**config.mk**
```make
export PLATFORM = sky130hd
export DESIGN_NAME = heartbeat_rate_detector_core
export DESIGN_NICKNAME = d
export VERILOG_FILES = /design/src/hdl/hrd_pkg.sv /design/src/hdl/heartbeat_rate_detector_core.sv /design/src/hdl/hrd_front.sv /design/src/hdl/hrd_queue.sv /design/src/hdl/hrd_back.sv
export SDC_FILE = /design/constraint.sdc
export NUM_CORES = 1
export LEC_CHECK = 0
export BUFFER_PORTS_ARGS = -buffer_cell sky130_fd_sc_hd__buf_2
export CAP_MARGIN = 40
export CORE_MARGIN = 5
export CORE_UTILIZATION = 30
export DETAILED_ROUTE_END_ITERATION = 10
export HOLD_SLACK_MARGIN = 0.08
export PLACE_DENSITY = 0.49
export SLEW_MARGIN = 5
export SYNTH_ARGS = -nofsm -noshare
export SYNTH_HDL_FRONTEND = slang
export SYNTH_HIERARCHICAL = 1
export SYNTH_SLANG_ARGS = --single-unit
```
**constraint.sdc**
```tcl
create_clock -name i_clk -period 12.65 [get_ports i_clk]
set_input_delay 1.265 -clock i_clk [delete_from_list [all_inputs] [get_ports i_clk]]
set_output_delay 1.265 -clock i_clk [all_outputs]
set_load 0.02 [all_outputs]
```
**src/hdl/hrd_pkg.sv**
```systemverilog
// ----------------------------------------------------------------------------
// hrd_pkg: shared types and constants of the heartbeat rate detector
// Widths, register indexes, status codes and the queue item carried from the
// classifying front stage to the rate back stage.
// ----------------------------------------------------------------------------
package hrd_pkg;

    // sample width and derived baseline arithmetic widths
    localparam int SAMPLE_BITS = 10;
    localparam int SUM_W       = SAMPLE_BITS + 4;          // 9*base + sample
    localparam int DIV_SHIFT   = SUM_W + 4;                // reciprocal scale
    localparam int RECIP_W     = SUM_W + 1;
    localparam int PROD_W      = SUM_W + RECIP_W;
    localparam logic [RECIP_W-1:0] BASE_RECIP =
        RECIP_W'(((64'd1 << DIV_SHIFT) + 64'd9) / 64'd10);

    // register field widths
    localparam int DELTA_W = 10;
    localparam int MIN_W   = 13;
    localparam int MAX_W   = 16;
    localparam int RATE_W  = 10;
    localparam int TIME_W  = 32;
    localparam int IVAL_W  = 16;
    localparam int CMP_W   = ((SAMPLE_BITS > DELTA_W) ? SAMPLE_BITS : DELTA_W) + 2;

    // configuration port
    localparam int CFG_IDX_W  = 3;
    localparam int CFG_DATA_W = 16;
    localparam logic [CFG_IDX_W-1:0] CFG_BEAT_DELTA = 3'd0;
    localparam logic [CFG_IDX_W-1:0] CFG_MIN_IVAL   = 3'd1;
    localparam logic [CFG_IDX_W-1:0] CFG_MAX_IVAL   = 3'd2;
    localparam logic [CFG_IDX_W-1:0] CFG_RATE_LOW   = 3'd3;
    localparam logic [CFG_IDX_W-1:0] CFG_RATE_HIGH  = 3'd4;

    // rate arithmetic
    localparam logic [IVAL_W-1:0] MS_PER_MINUTE = 16'd60000;
    localparam logic [RATE_W-1:0] RATE_MAX      = '1;
    localparam int DIV_STEPS = IVAL_W;
    localparam int CNT_W     = $clog2(DIV_STEPS);

    // result status codes
    typedef enum logic [1:0] {
        ST_NONE  = 2'd0,
        ST_RATE  = 2'd1,
        ST_SHORT = 2'd2,
        ST_LONG  = 2'd3
    } t_status;

    // queue item from front to back
    typedef struct packed {
        t_status            status;
        logic [IVAL_W-1:0]  interval;
    } t_job;

    // configuration seen by each stage
    typedef struct packed {
        logic [DELTA_W-1:0] beat_delta;
        logic [MIN_W-1:0]   min_ival;
        logic [MAX_W-1:0]   max_ival;
    } t_front_cfg;

    typedef struct packed {
        logic [RATE_W-1:0]  rate_low;
        logic [RATE_W-1:0]  rate_high;
    } t_band_cfg;

endpackage

```
**src/hdl/heartbeat_rate_detector_core.sv**
```systemverilog
// ----------------------------------------------------------------------------
// heartbeat_rate_detector_core: pulse sample in, beat rate item out
// The front stage takes no new sample until the current one is queued at the
// end of its three-step sequence; an item with a rate also passes through the
// 16-step serial divider in the back stage.
// Reset (synchronous, active low) clears the sequencers, queue pointers, detector
// state and output valid flag, and restores the registers.
module heartbeat_rate_detector_core import hrd_pkg::*; (
    input  logic                    i_clk,
    input  logic                    i_rst_n,
    // sample intake
    input  logic                    push,
    output logic                    full,
    input  logic [SAMPLE_BITS-1:0]  i_sample,
    input  logic [TIME_W-1:0]       i_time_ms,
    input  logic                    i_restart,
    // results
    output logic                    empty,
    input  logic                    pop,
    output logic [1:0]              o_status,
    output logic [RATE_W-1:0]       o_rate,
    output logic                    o_in_band,
    // configuration writes
    input  logic                    i_cfg_valid,
    output logic                    o_cfg_ready,
    input  logic [CFG_IDX_W-1:0]    i_cfg_index,
    input  logic [CFG_DATA_W-1:0]   i_cfg_data
);

    logic [DELTA_W-1:0]  r_beat_delta;
    logic [MIN_W-1:0]    r_min_ival;
    logic [MAX_W-1:0]    r_max_ival;
    logic [RATE_W-1:0]   r_rate_low;
    logic [RATE_W-1:0]   r_rate_high;

    t_front_cfg  front_cfg;
    t_band_cfg   band_cfg;
    logic        q_push, q_full, q_pop, q_empty;
    t_job        q_in_job, q_out_job;

    assign o_cfg_ready = 1'b1;

    // configuration registers; unknown indexes are dropped
    always_ff @(posedge i_clk) begin
        if (!i_rst_n) begin
            r_beat_delta <= DELTA_W'(30);
            r_min_ival   <= MIN_W'(400);
            r_max_ival   <= MAX_W'(1500);
            r_rate_low   <= RATE_W'(40);
            r_rate_high  <= RATE_W'(200);
        end else if (i_cfg_valid) begin
            case (i_cfg_index)
                CFG_BEAT_DELTA: r_beat_delta <= i_cfg_data[DELTA_W-1:0];
                CFG_MIN_IVAL:   r_min_ival   <= i_cfg_data[MIN_W-1:0];
                CFG_MAX_IVAL:   r_max_ival   <= i_cfg_data[MAX_W-1:0];
                CFG_RATE_LOW:   r_rate_low   <= i_cfg_data[RATE_W-1:0];
                CFG_RATE_HIGH:  r_rate_high  <= i_cfg_data[RATE_W-1:0];
                default:        r_beat_delta <= r_beat_delta;
            endcase
        end
    end

    assign front_cfg.beat_delta = r_beat_delta;
    assign front_cfg.min_ival   = r_min_ival;
    assign front_cfg.max_ival   = r_max_ival;
    assign band_cfg.rate_low    = r_rate_low;
    assign band_cfg.rate_high   = r_rate_high;

    hrd_front u_front (
        .i_clk     (i_clk),
        .i_rst_n   (i_rst_n),
        .push      (push),
        .full      (full),
        .i_sample  (i_sample),
        .i_time_ms (i_time_ms),
        .i_restart (i_restart),
        .i_cfg     (front_cfg),
        .i_q_full  (q_full),
        .o_q_push  (q_push),
        .o_q_job   (q_in_job)
    );

    hrd_queue u_queue (
        .i_clk   (i_clk),
        .i_rst_n (i_rst_n),
        .i_push  (q_push),
        .i_job   (q_in_job),
        .o_full  (q_full),
        .i_pop   (q_pop),
        .o_empty (q_empty),
        .o_job   (q_out_job)
    );

    hrd_back u_back (
        .i_clk     (i_clk),
        .i_rst_n   (i_rst_n),
        .i_q_empty (q_empty),
        .i_q_job   (q_out_job),
        .o_q_pop   (q_pop),
        .i_cfg     (band_cfg),
        .empty     (empty),
        .pop       (pop),
        .o_status  (o_status),
        .o_rate    (o_rate),
        .o_in_band (o_in_band)
    );

endmodule

```
**src/hdl/hrd_front.sv**
```systemverilog
// ----------------------------------------------------------------------------
// hrd_front: sample intake and beat classification
// Tracks the baseline, the above flag and the last beat time, and hands one
// classified item per sample to the job queue.
// ----------------------------------------------------------------------------
module hrd_front import hrd_pkg::*; (
    input  logic                    i_clk,
    input  logic                    i_rst_n,
    input  logic                    push,
    output logic                    full,
    input  logic [SAMPLE_BITS-1:0]  i_sample,
    input  logic [TIME_W-1:0]       i_time_ms,
    input  logic                    i_restart,
    input  t_front_cfg              i_cfg,
    input  logic                    i_q_full,
    output logic                    o_q_push,
    output t_job                    o_q_job
);

    typedef enum logic [2:0] {
        F_IDLE  = 3'b001,
        F_BASE  = 3'b010,
        F_CLASS = 3'b100
    } t_fstate;

    t_fstate                  r_state, n_state;
    logic [SAMPLE_BITS-1:0]   r_sample;
    logic [TIME_W-1:0]        r_time;
    logic                     r_restart;
    logic [PROD_W-1:0]        r_prod;
    logic [SAMPLE_BITS-1:0]   r_baseline;
    logic                     r_base_ready;
    logic                     r_was_above;
    logic [TIME_W-1:0]        r_last_beat;

    logic [SAMPLE_BITS-1:0]   base_in;
    logic [SUM_W-1:0]         base_sum;
    logic [SAMPLE_BITS-1:0]   base_new;
    logic signed [CMP_W-1:0]  s_ext, b_ext, d_ext;
    logic                     above;
    logic                     rise;
    logic [TIME_W-1:0]        interval;
    logic                     too_short;
    logic                     too_long;
    logic                     accept;
    logic                     commit;

    assign full   = (r_state != F_IDLE);
    assign accept = push && !full;
    assign commit = (r_state == F_CLASS) && !i_q_full;

    // seed on first sample or restart, then 9*base + sample
    assign base_in  = (r_restart || !r_base_ready) ? r_sample : r_baseline;
    assign base_sum = SUM_W'({base_in, 3'b000}) + SUM_W'(base_in) + SUM_W'(r_sample);

    // divide by ten through the registered reciprocal product
    assign base_new = r_prod[DIV_SHIFT +: SAMPLE_BITS];

    // signed distance above baseline against the delta
    assign s_ext = signed'(CMP_W'(r_sample));
    assign b_ext = signed'(CMP_W'(base_new));
    assign d_ext = signed'(CMP_W'(i_cfg.beat_delta));
    assign above = (s_ext - b_ext) > d_ext;
    assign rise  = !r_was_above && above;

    // beat interval, modulo 2^32
    assign interval  = r_time - r_last_beat;
    assign too_short = interval < TIME_W'(i_cfg.min_ival);
    assign too_long  = interval > TIME_W'(i_cfg.max_ival);

    // classify the item
    always_comb begin
        o_q_job.interval = interval[IVAL_W-1:0];
        o_q_job.status   = ST_NONE;
        if (rise && (r_last_beat != '0)) begin
            if (too_short) begin
                o_q_job.status = ST_SHORT;
            end else if (too_long) begin
                o_q_job.status = ST_LONG;
            end else begin
                o_q_job.status = ST_RATE;
            end
        end
    end
    assign o_q_push = commit;

    // advance the sequencer
    always_comb begin
        n_state = r_state;
        case (r_state)
            F_IDLE:  if (accept) n_state = F_BASE;
            F_BASE:  n_state = F_CLASS;
            F_CLASS: if (commit) n_state = F_IDLE;
            default: n_state = F_IDLE;
        endcase
    end

    always_ff @(posedge i_clk) begin
        if (!i_rst_n) begin
            r_state <= F_IDLE;
        end else begin
            r_state <= n_state;
        end
    end

    // hold the accepted item and the baseline product
    always_ff @(posedge i_clk) begin
        if (accept) begin
            r_sample  <= i_sample;
            r_time    <= i_time_ms;
            r_restart <= i_restart;
        end
        if (r_state == F_BASE) begin
            r_prod <= PROD_W'(base_sum) * PROD_W'(BASE_RECIP);
        end
    end

    // detector state: clear the edge flag and beat time on restart, update when the item is queued
    always_ff @(posedge i_clk) begin
        if (!i_rst_n) begin
            r_baseline   <= '0;
            r_base_ready <= 1'b0;
            r_was_above  <= 1'b0;
            r_last_beat  <= '0;
        end else if (r_state == F_BASE) begin
            r_base_ready <= 1'b1;
            if (r_restart) begin
                r_was_above <= 1'b0;
                r_last_beat <= '0;
            end
        end else if (commit) begin
            r_baseline <= base_new;
            if (rise && (r_last_beat != '0)) begin
                // edge flag is kept on any rejection or rate
                if (!too_short) begin
                    r_last_beat <= r_time;
                end
            end else begin
                if (rise) begin
                    r_last_beat <= r_time;
                end
                r_was_above <= above;
            end
        end
    end

endmodule

```
**src/hdl/hrd_queue.sv**
```systemverilog
// ----------------------------------------------------------------------------
// hrd_queue: two-entry job queue
// Decouples the classifying front stage from the rate back stage.
// ----------------------------------------------------------------------------
module hrd_queue import hrd_pkg::*; (
    input  logic  i_clk,
    input  logic  i_rst_n,
    input  logic  i_push,
    input  t_job  i_job,
    output logic  o_full,
    input  logic  i_pop,
    output logic  o_empty,
    output t_job  o_job
);

    t_job        r_mem [2];
    logic        r_wr_ptr;
    logic        r_rd_ptr;
    logic [1:0]  r_count;
    logic        do_push;
    logic        do_pop;

    assign o_full  = (r_count == 2'd2);
    assign o_empty = (r_count == 2'd0);
    assign do_push = i_push && !o_full;
    assign do_pop  = i_pop && !o_empty;
    assign o_job   = r_mem[r_rd_ptr];

    // write the entry
    always_ff @(posedge i_clk) begin
        if (do_push) begin
            r_mem[r_wr_ptr] <= i_job;
        end
    end

    // advance pointers and fill count
    always_ff @(posedge i_clk) begin
        if (!i_rst_n) begin
            r_wr_ptr <= 1'b0;
            r_rd_ptr <= 1'b0;
            r_count  <= 2'd0;
        end else begin
            if (do_push) r_wr_ptr <= !r_wr_ptr;
            if (do_pop)  r_rd_ptr <= !r_rd_ptr;
            case ({do_push, do_pop})
                2'b10:   r_count <= r_count + 2'd1;
                2'b01:   r_count <= r_count - 2'd1;
                default: r_count <= r_count;
            endcase
        end
    end

endmodule

```
**src/hdl/hrd_back.sv**
```systemverilog
// ----------------------------------------------------------------------------
// hrd_back: rate computation and result register
// Serial restoring divider for 60000 / interval, saturation, band check and
// the output register that holds the item until it is taken.
// ----------------------------------------------------------------------------
module hrd_back import hrd_pkg::*; (
    input  logic               i_clk,
    input  logic               i_rst_n,
    input  logic               i_q_empty,
    input  t_job               i_q_job,
    output logic               o_q_pop,
    input  t_band_cfg          i_cfg,
    output logic               empty,
    input  logic               pop,
    output logic [1:0]         o_status,
    output logic [RATE_W-1:0]  o_rate,
    output logic               o_in_band
);

    typedef enum logic [3:0] {
        B_IDLE = 4'b0001,
        B_DIV  = 4'b0010,
        B_FIN  = 4'b0100,
        B_DONE = 4'b1000
    } t_bstate;

    t_bstate             r_state, n_state;
    logic [IVAL_W-1:0]   r_rem;
    logic [IVAL_W-1:0]   r_quo;
    logic [IVAL_W-1:0]   r_div;
    logic [CNT_W-1:0]    r_cnt;
    t_status             r_res_status;
    logic [RATE_W-1:0]   r_res_rate;
    logic                r_res_band;
    logic                r_out_valid;
    logic [1:0]          r_out_status;
    logic [RATE_W-1:0]   r_out_rate;
    logic                r_out_band;

    logic [IVAL_W:0]     rem_sh;
    logic [IVAL_W:0]     diff;
    logic [RATE_W-1:0]   rate_sat;
    logic                out_free;
    logic                load_out;

    assign o_q_pop  = (r_state == B_IDLE) && !i_q_empty;
    assign out_free = !r_out_valid || pop;
    assign load_out = (r_state == B_DONE) && out_free;

    // one quotient bit per step
    assign rem_sh = {r_rem, r_quo[IVAL_W-1]};
    assign diff   = rem_sh - {1'b0, r_div};

    // saturate the quotient to the rate width
    assign rate_sat = (r_quo[IVAL_W-1:RATE_W] != '0) ? RATE_MAX : r_quo[RATE_W-1:0];

    // advance the sequencer
    always_comb begin
        n_state = r_state;
        case (r_state)
            B_IDLE: begin
                if (!i_q_empty) begin
                    if (i_q_job.status != ST_RATE) begin
                        n_state = B_DONE;
                    end else if (i_q_job.interval == '0) begin
                        n_state = B_FIN;
                    end else begin
                        n_state = B_DIV;
                    end
                end
            end
            B_DIV:   if (r_cnt == CNT_W'(DIV_STEPS - 1)) n_state = B_FIN;
            B_FIN:   n_state = B_DONE;
            B_DONE:  if (out_free) n_state = B_IDLE;
            default: n_state = B_IDLE;
        endcase
    end

    always_ff @(posedge i_clk) begin
        if (!i_rst_n) begin
            r_state <= B_IDLE;
        end else begin
            r_state <= n_state;
        end
    end

    // divider datapath and result capture
    always_ff @(posedge i_clk) begin
        case (r_state)
            B_IDLE: begin
                r_res_status <= i_q_job.status;
                r_res_rate   <= '0;
                r_res_band   <= 1'b0;
                r_rem        <= '0;
                r_div        <= i_q_job.interval;
                r_cnt        <= '0;
                // zero interval: force a quotient that saturates
                r_quo        <= (i_q_job.interval == '0) ? '1 : MS_PER_MINUTE;
            end
            B_DIV: begin
                r_cnt <= r_cnt + CNT_W'(1);
                r_quo <= {r_quo[IVAL_W-2:0], !diff[IVAL_W]};
                r_rem <= diff[IVAL_W] ? rem_sh[IVAL_W-1:0] : diff[IVAL_W-1:0];
            end
            B_FIN: begin
                r_res_rate <= rate_sat;
                r_res_band <= (rate_sat >= i_cfg.rate_low) && (rate_sat <= i_cfg.rate_high);
            end
            default: begin
                r_cnt <= r_cnt;
            end
        endcase
    end

    // hold the result until it is taken
    always_ff @(posedge i_clk) begin
        if (!i_rst_n) begin
            r_out_valid <= 1'b0;
        end else if (load_out) begin
            r_out_valid <= 1'b1;
        end else if (pop) begin
            r_out_valid <= 1'b0;
        end
    end

    always_ff @(posedge i_clk) begin
        if (load_out) begin
            r_out_status <= r_res_status;
            r_out_rate   <= r_res_rate;
            r_out_band   <= r_res_band;
        end
    end

    assign empty     = !r_out_valid;
    assign o_status  = r_out_status;
    assign o_rate    = r_out_rate;
    assign o_in_band = r_out_band;

endmodule

```
==> results of run 1 <==
area by class of cell:
| cell class | instances | area, um2 |
|---|---|---|
| well taps | 864 | 1081 |
| multi-input cells | 1360 | 11180 |
| repair buffers | 95 | 518.0 |
| fillers | 6820 | 43660 |
| inverters | 284 | 1066 |
| clock inverters | 17 | 185.2 |
| clock buffers | 41 | 833.3 |
| flip-flops and latches | 283 | 7337 |
| diodes | 1 | 2.502 |
flip-flops by register name (all words and copies together), names as in the netlist, 13 cells and up, named ones only:
signal,cells
u_front/r_time,32
u_back/r_rem,16
u_queue/r_mem,36
r_min_ival,13
u_back/r_quo,16
u_front/r_last_beat,32
r_max_ival,16
u_back/r_div,16
routing by layer:
| metal | wire length, um | up-vias | global-route usage |
|---|---|---|---|
| met2 | 22020 | 212 | 0.2209 |
| li1 | - | 7012 | - |
| met1 | 23050 | 6700 | 0.1824 |
| met4 | 801 | 0 | 0.02259 |
| met5 | 0 | - | 0 |
| met3 | 1884 | 47 | 0.01975 |
stage by stage:
step,instance area [um2],util,setup slack [ps],hold slack (ps),instances
after floorplan,19920,-,3861,400.3,1991
after global placement,21150,0.3210,3291,403.0,2882
after detailed placement,21180,0.3216,3068,404.5,2886
after CTS,22200,0.3370,2981,420.5,2944
after global routing,22200,0.3370,2356,422.9,2944
final,22200,0.3371,3009,417.2,2945
logic make-up after synthesis:
group	Yosys count
buffers and inverters	348
XOR/XNOR	66
multiplexers	137
adder cells (fa/ha/maj)	301
AND/OR/NAND/NOR	527
flip-flops	283
other	1
AO/OA/AOI/OAI	328
final timing paths:
check                  startpoint  depth (start not counted)            endpoint
max             u_front/r_restart                         34  u_front/r_prod[26]
min          u_back/r_res_rate[5]                          0    u_back/o_rate[5]
max reg2reg     u_front/r_restart                         34  u_front/r_prod[26]
min reg2reg  u_back/r_res_rate[5]                          0    u_back/o_rate[5]
cell usage in the layout (no fill, tap or decap), types with 20 or more instances in the layout:
cell type and instances:
sky130_fd_sc_hd__xor2_1 22, sky130_fd_sc_hd__nor2b_1 52, sky130_fd_sc_hd__o21ai_0 46, sky130_fd_sc_hd__mux2_2 24, sky130_fd_sc_hd__edfxtp_1 167, sky130_fd_sc_hd__o21a_1 29, sky130_fd_sc_hd__mux2i_1 112, sky130_fd_sc_hd__nor3_1 20
sky130_fd_sc_hd__nand4_1 28, sky130_fd_sc_hd__buf_2 81, sky130_fd_sc_hd__nand2_1 209, sky130_fd_sc_hd__nor2_1 82, sky130_fd_sc_hd__a21oi_1 85, sky130_fd_sc_hd__xnor2_1 44, sky130_fd_sc_hd__dfxtp_1 116, sky130_fd_sc_hd__clkbuf_16 31
sky130_fd_sc_hd__nand2b_1 20, sky130_fd_sc_hd__ha_1 231, sky130_fd_sc_hd__a21o_1 50, sky130_fd_sc_hd__inv_1 283, sky130_fd_sc_hd__fa_1 70
worst register-to-register path, delay by kind of cell (launching register included):
kind                       cells  cell delay [ps]
adders and majority gates      9             3800
AOI/OAI and AO/OA             12             3080
and+or+nand+nor                5              900
xor gates and xnor gates       3              620
muxes                          1              430
DFF                            1              360
buffers and inverters          4              220
==> impl_summary.txt, run 1 <==
----------------------------------------------------
[Critical path]
  Type of the worst setup path ... reg2reg
  Worst path top cell family by delay ... adder cells
  Register-to-register setup slack ... 3010 ps
  Most common cell type on the critical path ... sky130_fd_sc_hd__fa_1
  Number of buffers and inverters on the critical path ... 4
  Critical Path Max Stage Delay ... 680 ps
  Worst-path cell with the longest stage delay ... sky130_fd_sc_hd__a2111oi_0
  Crit start category ... flop
  Data arrival time at the worst-slack endpoint ... 9980 ps
  Critical-path maximum fanout ... 11
  Kind of end point of the critical path ... flop
  Required time of the worst setup path ... 12990 ps

[Logic synthesis]
  Largest family of logic cells by synthesized area ... adder cells
  Unique cell type count in the Yosys netlist ... 93
  Proportion of synthesized flip-flops having asynchronous set or reset ... 0
  Most common cell in the synthesized netlist ... sky130_fd_sc_hd__inv_1
  Adder-Cell Fraction of Synth Area ... 0.2154
  Synth Area per Inst ... 10.01 um2
  Number of synthesized flops with an enable pin ... 167
  Fraction of the yosys area taken by sequential cells ... 0.3682
  Multiplexer share of the synthesized area ... 0.07059
  Combined area of all synthesized cells ... 19920 um2
  Main synth FF type ... sky130_fd_sc_hd__edfxtp_1
  Synth Area in XOR/XNOR ... 0.02901
  Yosys reg bits ... 283
  Count of synthesis-stage warnings from yosys ... 6
  Simple-Gate Fraction of Synth Area ... 0.1329
  Ranking of synthesized cells by instance count ... sky130_fd_sc_hd__inv_1 (283), sky130_fd_sc_hd__ha_1 (231), sky130_fd_sc_hd__nand2_1 (209), sky130_fd_sc_hd__edfxtp_1 (167), sky130_fd_sc_hd__dfxtp_1 (116)
  Cell type contributing the most total cell area after synthesis ... sky130_fd_sc_hd__edfxtp_1
  Synthesized-area fraction occupied by ao, oa, aoi and oai cells ... 0.1117
  Top cells by area, synth ... sky130_fd_sc_hd__edfxtp_1 (25%), sky130_fd_sc_hd__ha_1 (15%), sky130_fd_sc_hd__dfxtp_1 (12%)
  Synthesized instance count ... 1991
  Net count after synthesis ... 2359
  Area share of the largest cell type after synthesis ... 0.2517

[Global route]
  Initial antenna violation count ... 1
  Maximum number of pins on one net before global-route repair ... 75
  Global-route usage over all layers ... 0.1311
  Overflow left after global routing ... 0
  Vias in the first global route ... 14385
  Wire length of the first global-routing pass ... 76910 um

[Routing]
  Number of vias per cell ... 4.744
  1st-iter DRT viols ... 743
  Router iterations before antenna repair ... 5
  Wirelength per Cell ... 16.21 um
  Detailed-route via count ... 13971
  Post-route ant nets ... 0
  Total Routed Length ... 47750 um
  DRC errors left ... 0

[Place]
  Routability cong. ... 0.8447
  Number of buffers added on ports ... 81
  HPWL after detailed placement ... 37490 um

[Timing]
  Sum of negative setup slack ... 0 ps
  Tightest Pin Transition ... 839.2 ps
  Setup-violating endpoint count in the final report ... 0
  Hold Fails Final Rpt ... 0
  Maximum clock frequency ... 103.7 MHz
  Fin crit period ... 9641 ps
  Final period utilization ... 0.7622
  Unrepaired setup endpoints after global routing ... no
  Final number of max-transition violations ... 0
  Worst slew margin relative to its limit ... 0.4346
  Worst Skew ... 12.60 ps

[Final layout]
  Synthesis-to-finish area growth ... 11.43%
  Ratio of cells with drive above 1 in the final layout ... 0.1038
  Layout Nets ... 2423

[Clock tree]
  Clock Path Buffers ... 3
  Clock-pin slew on the worst setup and hold paths ... 60 ps
  Master cell of the clock root buffer ... sky130_fd_sc_hd__clkbuf_16
  Sinks on the clock net ... 283
  Postcts setup bufs ... 0
  Count of hold buffers inserted by post-cts repair ... 0
  CTS H-tree lvls ... 1
  TritonCTS clock tree ... built
  Clock Latency Late Sink ... 590 ps
  Count of cells resized by post-cts repair ... 0
  Number of buffers added by the clock tree synthesis step ... 31

[Floorplanning]
  Core outline area ... 65860 um2
  Area of the die ... 71670 um2
  Die Y-Extent ... 267.7 um
  I/O pin cnt ... 83
  Number of placement rows ... 94
  Effective utilization at floorplan ... 0.3025
  Width of the die ... 267.7 um

[Outcome]
  Run status ... complete, no violations

[Run]
  Count of maximum capacitance violations ... 0

[Worst hold path]
  Type of the tightest min-delay check ... reg2reg

----------------------------------------------------
Power of run 1 is left out: the tool's default activity adds up to more than one toggle a clock period on the data nets, which glitch-free logic cannot reach.
==> run 2: changes to the inputs <==
==> constraint.sdc (replaced) <==
create_clock -name i_clk -period 9.7 [get_ports i_clk]
set_input_delay 0.97 -clock i_clk [delete_from_list [all_inputs] [get_ports i_clk]]
set_output_delay 0.97 -clock i_clk [all_outputs]
set_load 0.02 [all_outputs]
==> impl_summary.txt, run 2 (synthesis results as in run 1) <==
----------------------------------------------------
[Timing]
  Unrepaired setup endpoints after global routing ... no
  Setup-violating endpoint count in the final report ... 0 (unchanged)
  Maximum clock frequency ... 109.8 MHz (+5.9%)
  Tightest Pin Transition ... 870.3 ps (+31.08 ps)
  Setup ws final ... 593.6 ps (-2415 ps)
  Hold Fails Final Rpt ... 0 (unchanged)
  Sum of negative setup slack ... 0 ps (unchanged)
  Final period utilization ... 0.9388 (+0.1767)
  Worst Skew ... 23.00 ps (+10.39 ps)
  Final number of max-transition violations ... 0 (unchanged)
  Final hold slack ... 418.1 ps (+0.9440 ps)
  Worst slew margin relative to its limit ... 0.4144 (-0.02016)
  Fin crit period ... 9106 ps (-534.8 ps)

[Final layout]
  Total inserted antenna cells ... 0 (-1)
  Synthesis-to-finish area growth ... 11.75%
  Ratio of cells with drive above 1 in the final layout ... 0.1064 (+0.002506)
  Max reg flops ... 36 (unchanged)
  Highest-count cells in the layout ignoring fill and taps ... sky130_fd_sc_hd__inv_1 (283), sky130_fd_sc_hd__ha_1 (231), sky130_fd_sc_hd__nand2_1 (209)
  Register name with the most flops ... u_queue/r_mem
  Layout Nets ... 2422 (-0.041%)
  Count of filler cells inserted in the layout ... 6776 (-0.65%)
  Top flop regs ... u_queue/r_mem: 36 flops, u_front/r_last_beat: 32 flops, u_front/r_time: 32 flops
  Most common library cell in the layout ignoring fill and taps ... sky130_fd_sc_hd__inv_1

[Floorplanning]
  Core outline area ... 65860 um2 (unchanged)
  Effective utilization at floorplan ... 0.3025 (unchanged)
  Area of the die ... 71670 um2 (unchanged)
  Width of the die ... 267.7 um (unchanged)
  Number of placement rows ... 94 (unchanged)
  Die Y-Extent ... 267.7 um (unchanged)
  I/O pin cnt ... 83 (unchanged)

[Clock tree]
  Clock Path Buffers ... 3 (unchanged)
  Count of cells resized by post-cts repair ... 0 (unchanged)
  Postcts setup bufs ... 0 (unchanged)
  Sinks on the clock net ... 283 (unchanged)
  CTS H-tree lvls ... 1 (unchanged)
  Number of buffers added by the clock tree synthesis step ... 30 (-3.2%)
  Master cell of the clock root buffer ... sky130_fd_sc_hd__clkbuf_16
  Count of hold buffers inserted by post-cts repair ... 0 (unchanged)
  TritonCTS clock tree ... built
  Clock Latency Late Sink ... 590 ps (about the same)
  Clock-pin slew on the worst setup and hold paths ... 60 ps (about the same)

[Critical path]
  Cell count of the worst reg-to-reg path ... 35 (+2.9%)
  Worst-path cell with the longest stage delay ... sky130_fd_sc_hd__fa_1
  Critical-path maximum fanout ... 4 (-7)
  End of the worst register-to-register path ... u_front/r_prod[24]
  Crit start category ... flop
  End point of the critical path ... u_front/r_prod[24]
  Type of the worst setup path ... reg2reg
  Critical Path Max Stage Delay ... 530 ps (-150 ps)
  Data arrival time at the worst-slack endpoint ... 9430 ps (-550 ps)
  Kind of end point of the critical path ... flop
  Required time of the worst setup path ... 10020 ps (-2970 ps)
  Register-to-register setup slack ... 590 ps (-2420 ps)
  RR Startpoint ... u_front/r_restart
  Launching element of the worst setup path ... u_front/r_restart

[Global route]
  Highest-utilization routing layer at the global route stage ... met2
  Maximum number of pins on one net before global-route repair ... 72 (-4.0%)
  GR Layer Usage met3 ... 0.01938 (-0.0003675)
  Fraction of met2 tracks used by global routing ... 0.2245 (+0.003567)
  Wire length of the first global-routing pass ... 78000 um (+1.4%)
  Initial antenna violation count ... 1 (unchanged)
  Vias in the first global route ... 14569 (+1.3%)
  Global-route usage over all layers ... 0.1328 (+0.001668)
  Overflow left after global routing ... 0 (unchanged)
  Global-route met1 utilization ... 0.1853 (+0.002942)

[Routing]
  1st-iter DRT viols ... 702 (-5.5%)
  Total Routed Length ... 48180 um (+0.89%)
  Detailed-route via count ... 14065 (+0.67%)
  Number of vias per cell ... 4.781 (+0.78%)
  Wirelength per Cell ... 16.38 um (+0.99%)
  Post-route ant nets ... 0 (unchanged)
  DRC errors left ... 0 (unchanged)
  Router iterations before antenna repair ... 5 (unchanged)

[Place]
  Number of buffers added on ports ... 81 (unchanged)
  HPWL after detailed placement ... 37830 um (+0.90%)
  Worst Setup Slack post-DPL ... 396.2 ps (-2672 ps)
  Routability cong. ... 0.8371 (-0.90%)

[Run]
  Count of maximum capacitance violations ... 0 (unchanged)

[Worst hold path]
  Type of the tightest min-delay check ... reg2reg

[Outcome]
  Run status ... complete, no violations

----------------------------------------------------
==> run 2: worst min path at each step <==
stage                          from                to  slack (ps)  cells after the start
6_report       u_back/r_res_rate[7]  u_back/o_rate[7]         420                      0
5_1_grt        u_back/r_res_rate[3]  u_back/o_rate[3]         430                      0
4_1_cts        u_back/r_res_rate[7]  u_back/o_rate[7]         420                      0
3_5_place_dp   u_back/r_res_rate[1]  u_back/o_rate[1]         410                      0
3_3_place_gp   u_back/r_res_rate[1]  u_back/o_rate[1]         400                      0
2_1_floorplan     u_back/r_res_band  u_back/o_in_band         400                      0
==> run 2: critical path: cells and delay by family (launching register included) <==
kind | cells | cell delay, ps
AOI/OAI and AO/OA | 15 | 3070
xor gates and xnor gates | 3 | 660
adders and majority gates | 9 | 3730
buffers and inverters | 4 | 220
DFF | 1 | 390
muxes | 1 | 300
and+or+nand+nor | 3 | 460
==> run 2: metrics by stage <==
stage	utilization	cells	cell area [um2]
after floorplan	-	1991	19920
after global placement	0.3212	2883	21150
after detailed placement	0.3216	2886	21180
after CTS	0.3379	2942	22250
after global routing	0.3381	2942	22270
final	0.3381	2942	22270
==> run 2: layer usage <==
metal | share of wire | vias to the layer above
met5 | 0 | -
met4 | 0.015 | 0
met3 | 0.038 | 54
met2 | 0.46 | 208
met1 | 0.48 | 6803
li1 | - | 7000
==> run 2: final cells by class <==
| type | count | area (um2) | area share |
|---|---|---|---|
| Clock inverter | 15 | 188.9 | 0.008486 |
| Inverter | 284 | 1066 | 0.04788 |
| Tap cell | 864 | 1081 | 0.04855 |
| Timing Repair Buffer | 95 | 518.0 | 0.02326 |
| Multi-Input combinational cell | 1360 | 11190 | 0.5026 |
| Clock buffer | 41 | 884.6 | 0.03973 |
| Sequential cell | 283 | 7337 | 0.3295 |
Power of run 2 is left out for the same reason.
